==> src/rtl/fcdt_pkg.sv <==
// ============================================================================
// fcdt_pkg
// Shared types and codes for the flow counter delta table and its cells.
// ============================================================================
package fcdt_pkg;

   // default table depth
   localparam int TableEntriesDefault = 256;

   // item kinds carried on the request tuser bit
   localparam logic OP_SYNC = 1'b0;
   localparam logic OP_READ = 1'b1;

   // response status codes
   localparam logic STATUS_DONE = 1'b0;
   localparam logic STATUS_FULL = 1'b1;

   // request and response tdata widths, padded to whole bytes
   localparam int ReqDataW = 200;
   localparam int RspDataW = 72;

   // command broadcast from the controller to every cell
   typedef struct packed {
      logic        commit;   // apply the update this cycle
      logic        op;       // OP_SYNC or OP_READ
      logic        remove;   // sync: delete on hit
      logic        any_hit;  // some cell matched the key
      logic [63:0] key;
      logic [63:0] total;    // sync: forward plus optional reverse count
   } cmd_type;

   // search results handed from cell to cell
   typedef struct packed {
      logic        hit;      // a matching entry lies at or below this cell
      logic        free;     // a free entry lies at or below this cell
      logic [63:0] delta;    // newest minus snapshot of the matching entry
   } link_type;

endpackage

==> src/rtl/fcdt_cell.sv <==
// ============================================================================
// fcdt_cell
// One table entry. Compares its key with the broadcast command, forwards the
// hit, free and delta results to the next cell, and applies the update when
// the controller commits.
// ============================================================================
module fcdt_cell (
   input  logic               clock,
   input  logic               reset,
   input  fcdt_pkg::cmd_type  cmd_in,
   input  fcdt_pkg::link_type link_in,
   output fcdt_pkg::link_type link_out
);
   import fcdt_pkg::*;

   logic        valid_ff, valid_in;
   logic [63:0] key_ff, key_in;
   logic [63:0] newest_ff, newest_in;
   logic [63:0] snapshot_ff, snapshot_in;
   link_type    link_ff, link_in_next;

   logic match;
   logic hit_first;
   logic free_first;

   // this cell is the lowest matching or lowest free entry
   assign match      = valid_ff && (key_ff == cmd_in.key);
   assign hit_first  = match && !link_in.hit;
   assign free_first = !valid_ff && !link_in.free;

   // results handed on to the next cell
   always_comb begin
      link_in_next.hit   = link_in.hit | match;
      link_in_next.free  = link_in.free | !valid_ff;
      link_in_next.delta = hit_first ? (newest_ff - snapshot_ff) : link_in.delta;
   end

   // entry update on commit
   always_comb begin
      valid_in    = valid_ff;
      key_in      = key_ff;
      newest_in   = newest_ff;
      snapshot_in = snapshot_ff;
      if (cmd_in.commit) begin
         if (cmd_in.op == OP_READ) begin
            if (hit_first) begin
               snapshot_in = newest_ff;
            end
         end else if (hit_first) begin
            if (cmd_in.remove) begin
               valid_in = 1'b0;
            end else if (snapshot_ff != cmd_in.total) begin
               newest_in = cmd_in.total;
            end
         end else if (!cmd_in.any_hit && !cmd_in.remove && free_first) begin
            valid_in    = 1'b1;
            key_in      = cmd_in.key;
            newest_in   = cmd_in.total;
            snapshot_in = 64'd0;
         end
      end
   end

   always_ff @(posedge clock) begin
      if (reset) begin
         valid_ff <= 1'b0;
      end else begin
         valid_ff <= valid_in;
      end
   end

   // payload needs no reset
   always_ff @(posedge clock) begin
      key_ff      <= key_in;
      newest_ff   <= newest_in;
      snapshot_ff <= snapshot_in;
      link_ff     <= link_in_next;
   end

   assign link_out = link_ff;

endmodule

==> config.mk <==
export PLATFORM = sky130hd
export DESIGN_NAME = fcdt_cell
export DESIGN_NICKNAME = d
export VERILOG_FILES = /design/src/rtl/fcdt_pkg.sv /design/src/rtl/fcdt_cell.sv
export SDC_FILE = /design/constraint.sdc
export NUM_CORES = 1
export LEC_CHECK = 0
export ABC_AREA = 1
export BUFFER_PORTS_ARGS = -buffer_cell sky130_fd_sc_hd__buf_2
export CORE_MARGIN = 2
export CORE_UTILIZATION = 50
export CTS_CLUSTER_DIAMETER = 60
export CTS_CLUSTER_SIZE = 12
export DETAILED_ROUTE_END_ITERATION = 10
export PLACE_DENSITY = 0.75
export SYNTH_ARGS = -nofsm -noshare
export SYNTH_HDL_FRONTEND = slang
export SYNTH_SLANG_ARGS = --single-unit
==> constraint.sdc <==
create_clock -name clock -period 7.35 [get_ports clock]
set_clock_uncertainty 0.05 [all_clocks]
set_input_delay 1.47 -clock clock [delete_from_list [all_inputs] [get_ports clock]]
set_output_delay 1.47 -clock clock [all_outputs]
set_load 0.01 [all_outputs]
==> results of run 1 <==
-- Yosys cell counts (2+ instances only) --
| library cell | instances | area (sq um) |
|---|---|---|
| o21ai_1 | 27 | 135 |
| dfxtp_1 | 67 | 1340 |
| buf_4 | 2 | 15.0 |
| a21oi_1 | 105 | 526 |
| ha_1 | 63 | 788 |
| o21ai_0 | 62 | 310 |
| clkbuf_1 | 11 | 41.3 |
| a21o_1 | 16 | 120 |
| o21bai_2 | 2 | 22.5 |
| o21bai_1 | 8 | 60.1 |
| nand4_1 | 51 | 319 |
| or2_2 | 23 | 144 |
| nor3b_1 | 3 | 22.5 |
| xor2_1 | 25 | 219 |
| buf_2 | 3 | 15.0 |
| a31oi_1 | 14 | 87.6 |
| nor2_2 | 3 | 18.8 |
| nor2_1 | 226 | 848 |
| nor4_1 | 11 | 68.8 |
| nand2_1 | 528 | 1980 |
| inv_1 | 372 | 1400 |
| o21a_1 | 9 | 67.6 |
| a21oi_2 | 4 | 35.0 |
| buf_6 | 3 | 33.8 |
| xnor2_1 | 77 | 674 |
| edfxtp_1 | 192 | 5770 |
| nand3b_1 | 14 | 105 |
| nor3_1 | 29 | 145 |
| nand3_1 | 68 | 340 |
-- cells in the final DEF (no fill, tap or decap), types with 4 or more instances in the layout --
master	count
nand2_1	528
inv_1	372
buf_2	265
nor2_1	225
edfxtp_1	192
a21oi_1	105
xnor2_1	77
nand3_1	68
dfxtp_1	67
ha_1	63
o21ai_0	62
nand4_1	51
clkbuf_16	29
nor3_1	28
o21ai_1	27
xor2_1	25
or2_2	23
a21o_1	16
clkbuf_1	15
a31oi_1	14
nand3b_1	14
nor4_1	11
diode_2	10
o21a_1	9
o21bai_1	8
buf_4	5
a21oi_2	4
-- final cells by class --
cell class,instances,area (sq um)
well taps,402,503
clock inverters,6,45.0
multi-input cells,1383,7220
fillers,2939,12800
clock buffers,46,810
repair buffers,270,1360
flip-flops and latches,259,7110
diodes,10,25.0
inverters,374,1410
-- metrics by stage --
| stage | hold slack, ns | setup slack, ns |
|---|---|---|
| finish | 0.496 | 3.16 |
| detailed placement | 0.479 | 2.64 |
| global route | 0.522 | 2.99 |
| CTS | 0.498 | 3.22 |
| global placement | 0.461 | 2.72 |
| floorplan | 0.454 | 1.77 |
-- registers in the layout, indices dropped and copies added (netlist names) --
register and cells:
key_ff 64, link_out 66, newest_ff 64, snapshot_ff 64
valid_ff 1
-- path summary, 6_finish.rpt --
kind | startpoint | to | slack (ns) | cells past startpoint
max | cmd_in[68] | newest_ff[34] | 3.16 | 12
min reg2reg | newest_ff[0] | snapshot_ff[0] | 0.50 | 2
max reg2reg | key_ff[0] | newest_ff[34] | 3.79 | 13
min | newest_ff[0] | snapshot_ff[0] | 0.50 | 2
-- per-layer routing --
layer | part of all wire [%] | global-route usage [%] | wire [microns]
met1 | 42 | 40.4 | 21900
met2 | 46 | 52.0 | 23700
met3 | 7.8 | 5.94 | 4040
met4 | 3.8 | 10.8 | 1940
met5 | 0.045 | 0 | 23
-- power breakdown --
part	total, uW	switching [uW]	internal [uW]
Clock	1350	592	754
Combinational	328	202	126
Sequential	1620	14.1	1600
-- cell families (layout without fill, tap and decap cells) --
group	after synthesis	in the layout	share of synthesized area (%)
AND/OR/NAND/NOR	962	962	25.7
other	0	10	0
flip-flops	259	259	44.9
XOR/XNOR	102	102	5.65
adder cells (fa/ha/maj)	64	64	5.11
AO/OA/AOI/OAI	255	255	9.08
buffers and inverters	393	696	9.55
-- worst register-to-register path, cell delays in order (launching register included) --
cell,delay [ns]
edfxtp_1,0.41
nand2_1,0.16
nand2_1,0.07
nor2_1,0.09
nand2_1,0.07
nor2_1,0.20
nand2_1,0.10
nor2_1,0.27
nand4_4,0.12
buf_4,0.32
o21ai_1,0.25
inv_1,0.10
nor3_4,0.16
buf_4,0.76
==> results by stage, run 1 <==
Final layout:
- For this run, the number of standard cells in the final layout without fillers is 2750.
- The fraction of final layout cells with drive strength greater than 1 is 14.9%.
- The relative area change from synthesis to final layout is 16.9%.
- The net count reported at finish is 2580.
- At the end of the flow the core is filled with cells to 59.0%.
- The design area is approximately 18000 sq um.

Clocking:
- The tree is rooted in a clkbuf_16.
- The number of gates resized after CTS was 0.
- TritonCTS built the clock tree.
- The clock net in this run drives a total of 259 sinks.
- In this run, post-CTS hold repair placed 0 buffers.
- The depth of the CTS H-tree is 1.
- The clock reaches the later pin of the worst-skew pair after 0.57 ns.
- The buffer depth of the longest clock path is 3.
- The post-CTS repair timing setup buffer count is 0.
- In this run, CTS created clock tree buffers numbering 28.
- After clock tree synthesis, the clock-pin slew on the worst setup and hold paths is 0.06 ns.

Drt:
- In the routed layout, each cell is associated on average with a via count of roughly 5.3.
- For this run, design rule violations remaining after detail routing come to 0.
- After detailed routing, the average wire length per cell comes to 18.8 microns.
- The number of nets still failing antenna checks after routing is 0.
- The first routing iteration left approximately 1300 violations.
- The via count of the routed design is 14600.
- The pre-antenna-repair detailed-routing pass consisted of 5 iterations.
- For this block, the routed nets add up to 51700 microns of wire.

Worst setup path:
- Along the worst path, the maximum fanout reaches 64.
- The critical path's largest stage delay is 0.76 ns.
- The endpoint type of the worst setup path is a flip-flop.
- The worst path arrival time is 4.33 ns.
- STA puts the critical path data required time at 7.49 ns.
- The slowest stage of the critical path is the buf_4 cell.
- On the critical path the largest part of the delay comes from buffers and inverters.
- Together, buffers and inverters on the worst path number 4.
- Walking the worst path, the cells encountered are buf_2 > xnor2_1 > nand3_1 > nor2_1 > nand2_1 > nor2_1 > nand4_4 > buf_4 > o21ai_1 > inv_1 > nor3_4 > buf_4.
- The category of the critical setup timing path is in2reg.
- The kind of launch point of the worst setup path is a primary input.

Timing:
- The final period utilization is 57.0%.
- The count of endpoints failing hold in the final timing report came to 0.
- Static timing analysis puts the maximum clock frequency at approximately 240 MHz.
- The clock period could shrink to 4.19 ns.
- The final number of setup-violating endpoints is 0.
- The transition time at the pin with the least slew margin is 0.966 ns.
- The accumulated negative setup slack is 0 ns.
- Setup repair after global routing left no endpoint under its margin.
- Measured against its own limit, the worst slew margin works out to 35.6%.
- The number of pins with negative max-slew slack in the final report was 0.

Global route:
- The initial antenna violation count is 10.
- The via count of the first global-routing pass is between 10000 and 15000.
- The first-pass GRT wire length is 79000 microns.
- For this run the aggregate overflow at the end of global routing stands at 0.
- The maximum number of pins on one net before global-route repair is 68.
- The global routing usage summed across all routing layers is 31.1%.

Placed design:
- Summed over all nets, the half-perimeter wirelength after detailed placement is 41500 microns.
- Routability-driven placement finished with a final weighted congestion of 0.968.
- The number of placed instances, taps included, is 2688.
- The number of I/O port buffers is 265.
- The placed cell area is 17600 sq um.

Synthesis:
- The share of synthesized flip-flops with an asynchronous set or reset is 0%.
- Yosys mapped the design onto 46 distinct sky130hd cell types.
- The net count after synthesis is approximately 2300.
- The synthesized design contains 192 enable-type register cells.
- In this run the cell area of the synthesized design comes to 15800 sq um.
- The average cell area after synthesis is 7.77 sq um.
- Synthesis inferred ~260 register bits.
- The count of yosys warnings during synthesis is 0.
- The part of the Yosys area used for sequential elements is 44.9%.
- The predominant post-synthesis flop cell is edfxtp_1.
- The number of standard cells after synthesis is between 2000 and 2500.

Outcome:
- The run finished with clean final reports.

Floorplanning:
- The floorplan step defined a core boundary enclosing 31300 sq um.
- The width of the chip is 182 microns.
- The count of boundary I/O pins is 266.
- The initial utilization of the core area, before any placement, comes to 50.5%.
- After floorplanning, the core was divided into 65 placement rows.
- In this run the vertical extent of the chip is 182 microns.
- The die area is 33100 sq um.

Worst hold path:
- The worst min-delay path category is reg2reg.

Power:
- The peak supply drop is 0.000197 V.
- The power density over cell area is 178 nW/um^2.
- The total power after layout is 3290 uW.
- The leakage power total is a little under 0.009 uW.

Run:
- The tool flagged a number of max-cap violations equal to 0.
(Power assumes the default switching activity.)
==> run 2, diff against run 1 <==
--- a/config.mk
+++ b/config.mk
@@ -5,14 +5,14 @@
 export SDC_FILE = /design/constraint.sdc
 export NUM_CORES = 1
 export LEC_CHECK = 0
-export ABC_AREA = 1
+export ABC_AREA = 0
 export BUFFER_PORTS_ARGS = -buffer_cell sky130_fd_sc_hd__buf_2
 export CORE_MARGIN = 2
 export CORE_UTILIZATION = 50
 export CTS_CLUSTER_DIAMETER = 60
 export CTS_CLUSTER_SIZE = 12
 export DETAILED_ROUTE_END_ITERATION = 10
-export PLACE_DENSITY = 0.75
+export PLACE_DENSITY = 0.73
 export SYNTH_ARGS = -nofsm -noshare
 export SYNTH_HDL_FRONTEND = slang
 export SYNTH_SLANG_ARGS = --single-unit
==> constraint.sdc (replaced) <==
create_clock -name clock -period 4.3 [get_ports clock]
set_clock_uncertainty 0.05 [all_clocks]
set_input_delay 0.86 -clock clock [delete_from_list [all_inputs] [get_ports clock]]
set_output_delay 0.86 -clock clock [all_outputs]
set_load 0.01 [all_outputs]
==> results by stage, run 2 <==
Worst hold path:
- In this run the worst hold path is classified as in2reg.
- In this run the most critical hold path is launched from cmd_in[121].
- The terminating pin of the worst hold path is key_ff[57].
- The cell depth of the worst hold path is 1 (-1).

Floorplanning:
- The floorplan die height came to 170 microns (-6.5%).
- The die area came to 28900 sq um (-13%).
- The width of the chip came to 170 microns (-6.5%).
- The starting utilization of the core area is 51.0% (+0.50 points).
- The number of core rows is 60 (-7.7%).
- The placeable core area is 27000 sq um (-14%).
- The count of boundary I/O pins is 266 (unchanged).

Placed design:
- The number of I/O port buffers was 265 (unchanged).
- The detailed placement HPWL is 29400 microns (-29%).
- The final RePlAce weighted congestion is 0.973 (+0.53%).
- The worst setup slack before clock tree synthesis came to 0.581 ns (-2.06 ns).

Timing:
- The final critical path time including I/O delays and setup is 3.64 ns.
- Setup repair after global routing left no endpoint under its margin.
- After layout, the worst path uses 84.5% of the clock period.
- The setup slack of the critical path after layout is 0.665 ns (-2.49 ns).
- The headroom to the max-slew limit is 44.8% (+9.2 points).
- The accumulated negative setup slack is 0 ns (unchanged).
- The final number of setup-violating endpoints is 0 (unchanged).
- The count of endpoints failing hold in the final timing report is 0 (unchanged).
- Static timing analysis puts the maximum clock frequency at 275 MHz.
- The transition time at the pin with the least slew margin is 0.822 ns (-0.144 ns).
- The number of pins with negative max-slew slack in the final report is 0 (unchanged).

Drt:
- The total length of routed wires was 37900 microns (-27%).
- The via count of the routed design is 10900 (-25%).
- The number of nets still failing antenna checks after routing came to 0 (unchanged).
- The residual DRC count is 0 (unchanged).
- The count of routing violations after the opening detailed-route iteration is 1103 (-13%).
- The number of optimization iterations in the first detailed-route pass was 6 (+1).
- The detailed-route vias per instance is 5.61 (+5.9%).
- The mean routed wirelength per cell came to 19.5 microns (+3.8%).

Synthesis:
- The net count after synthesis is 1581 (-31%).
- The part of the Yosys area used for sequential elements came to 51.6% (+6.6 points).
- The count of yosys warnings during synthesis is 0 (unchanged).
- The commonest cells after synthesis are edfxtp_1 (192), nand2_1 (131), xor2_1 (131).
- The number of standard cells after synthesis is 1317 (-35%).
- The post-synthesis instance area is 13800 sq um (-13%).
- The area fraction of the dominant cell type after synthesis was 41.8% (+5.4 points).
- In the synthesized netlist the dominant register cell turns out to be edfxtp_1.
- The distinct cell type count of the synthesized netlist came to 66 (+43%).
- The synthesis-stage register bit count is 259 (unchanged).
- The library cell occupying the most area in the post-synthesis netlist is edfxtp_1.
- The average cell area after synthesis is 10.5 sq um (+35%).
- The share of synthesized flip-flops with an asynchronous set or reset is 0% (unchanged).
- By instance count, the leading cell after synthesis is edfxtp_1.
- The count of flip-flops with a built-in enable after synthesis is 192 (unchanged).
- By area the synthesized netlist is led by edfxtp_1 (42%), dfxtp_1 (9.7%), xor2_1 (8.3%).

Final layout:
- The flip-flop count of the largest register, all copies and words added was 66 (unchanged).
- The net count reported at finish is 1842 (-29%).
- The fraction of final layout cells with drive strength greater than 1 came to 20.9% (+6.0 points).
- The area growth from synthesis to layout is 18.6%.
- In the layout the commonest cells are buf_2 (265), edfxtp_1 (192), nand2_1 (131), xor2_1 (131), o21ai_0 (93).
- The most common library cell in the layout ignoring fill and taps is buf_2.
- The end-of-flow core utilization is 60.5% (+1.5 points).

Clocking:
- The number of clock sinks is 259 (unchanged).
- The clock buffer count from CTS is 29 (+3.6%).
- The hold buffer count at cts was 0 (unchanged).
- TritonCTS built the clock tree.
- The buffer depth of the longest clock path is 3 (unchanged).
- The total of cells resized after clock tree synthesis is 0 (unchanged).
- The worst-skew pair later-pin latency was 0.56 ns (about the same).
- The post-CTS repair timing setup buffer count is 0 (unchanged).
- The depth of the CTS H-tree is 1 (unchanged).
- The clock transition at the registers of the reported paths is 0.06 ns (about the same).
- In this run the clock root is driven by a clkbuf_16.

Global route:
- The maximum number of pins on one net before global-route repair is 67 (-1.5%).
- The global routing usage summed across all routing layers came to 25.6% (-5.4 points).
- The most used routing layer in global routing is met2.
- The global-route met2 utilization was 41.7% (-10 points).
- The met1 layer usage reported by global route is 34.7% (-5.7 points).
- The first-pass GRT wire length is 56700 microns (-28%).
- The total congestion overflow is 0 (unchanged).
- The via count of the first global-routing pass was 10400 (-28%).
- The initial antenna violation count came to 2 (-8).
- The met3 global-route usage came to 5.40% (-0.54 points).

Worst setup path:
- The category of the critical setup timing path is reg2reg.
- The largest fanout on the critical path is 3 (-95%).
- The data required time of the critical path is 4.68 ns (-2.81 ns).
- The worst-case register-to-register setup slack is 0.66 ns (-3.13 ns).
- The origin of the critical flop-to-flop path is snapshot_ff[0].
- The kind of launch point of the worst setup path is a flip-flop.
- The worst path arrival time is 4.01 ns (-0.32 ns).
- The worst setup path is captured at a flip-flop.
- The endpoint of the worst-slack reg-to-reg timing path is link_out[62].
- The cell count of the worst reg-to-reg path is 13 (unchanged).

Power:
- The total power after layout came to 5520 uW (+68%).
- The power density over cell area is 338 nW/um^2 (+90%).
- The leakage power total is 0.00682 uW (-22%).
- The peak supply drop came to 0.000344 V (+75%).

Run:
- The number of max-capacitance violations reported is 0 (unchanged).

Outcome:
- The run finished with clean final reports.
==> run 2: how the worst max path moves through the flow <==
stage	to	start	depth (start not counted)
after CTS	link_out[62]	snapshot_ff[0]	13
final	link_out[62]	snapshot_ff[0]	13
after floorplan	newest_ff[0]	cmd_in[69]	12
after global placement	newest_ff[12]	cmd_in[69]	12
after global routing	link_out[62]	snapshot_ff[0]	13
after detailed placement	newest_ff[12]	cmd_in[107]	12
==> run 2: critical path, stage by stage, from the launching register on <==
cell	delay, ns
edfxtp_1	0.41
ha_1	0.23
fa_1	0.40
nand2b_1	0.19
a21oi_1	0.24
o21ai_1	0.16
a211oi_1	0.27
buf_4	0.17
o2111ai_1	0.15
a2111oi_2	0.48
o21ai_1	0.18
a31oi_1	0.23
xor2_1	0.08
mux2_1	0.28
==> run 2: cells by family (layout without fill, tap and decap cells) <==
group	count (synthesis)	count (layout)	share of synthesized area, %
buf+inv	130	413	3.75
compound gates	285	285	12.5
fa+ha+maj	64	64	5.86
other cells	0	1	0
xor+xnor	183	183	11.6
mux	7	7	0.545
flops	259	259	51.6
simple gates	389	389	14.2
==> run 2: final cells by class <==
type | count | area (sq um)
tap | 341 | 427
sequential | 259 | 7110
clock inverter | 10 | 72.6
antenna | 1 | 2.50
clock buffer | 43 | 808
timing repair buffer | 277 | 1440
multi-input combinational | 928 | 6180
fill | 2302 | 10700
inverter | 83 | 312
==> run 2: where the power goes <==
part           total [uW]  switching, uW  internal, uW
Sequential           2760           20.4          2740
Clock                2300            998          1310
Combinational         459            262           197
Total                5520           1280          4240
==> run 2: layer usage <==
| layer | part of all wire [%] | vias to the layer above |
|---|---|---|
| met5 | 0.029 | - |
| met3 | 9.4 | 62 |
| met4 | 2.9 | 2 |
| met2 | 45 | 533 |
| met1 | 42 | 5082 |
| li1 | - | 5218 |
==> run 2: per-stage QoR <==
step / instance area (sq um) / hold slack, ns / std cells
2_1_floorplan: 13800 / 0.346 / 1317
3_3_place_gp: 15500 / 0.477 / 1888
3_5_place_dp: 15500 / 0.497 / 1888
4_1_cts: 16300 / 0.437 / 1941
5_1_grt: 16300 / 0.436 / 1941
6_report: 16400 / 0.447 / 1942
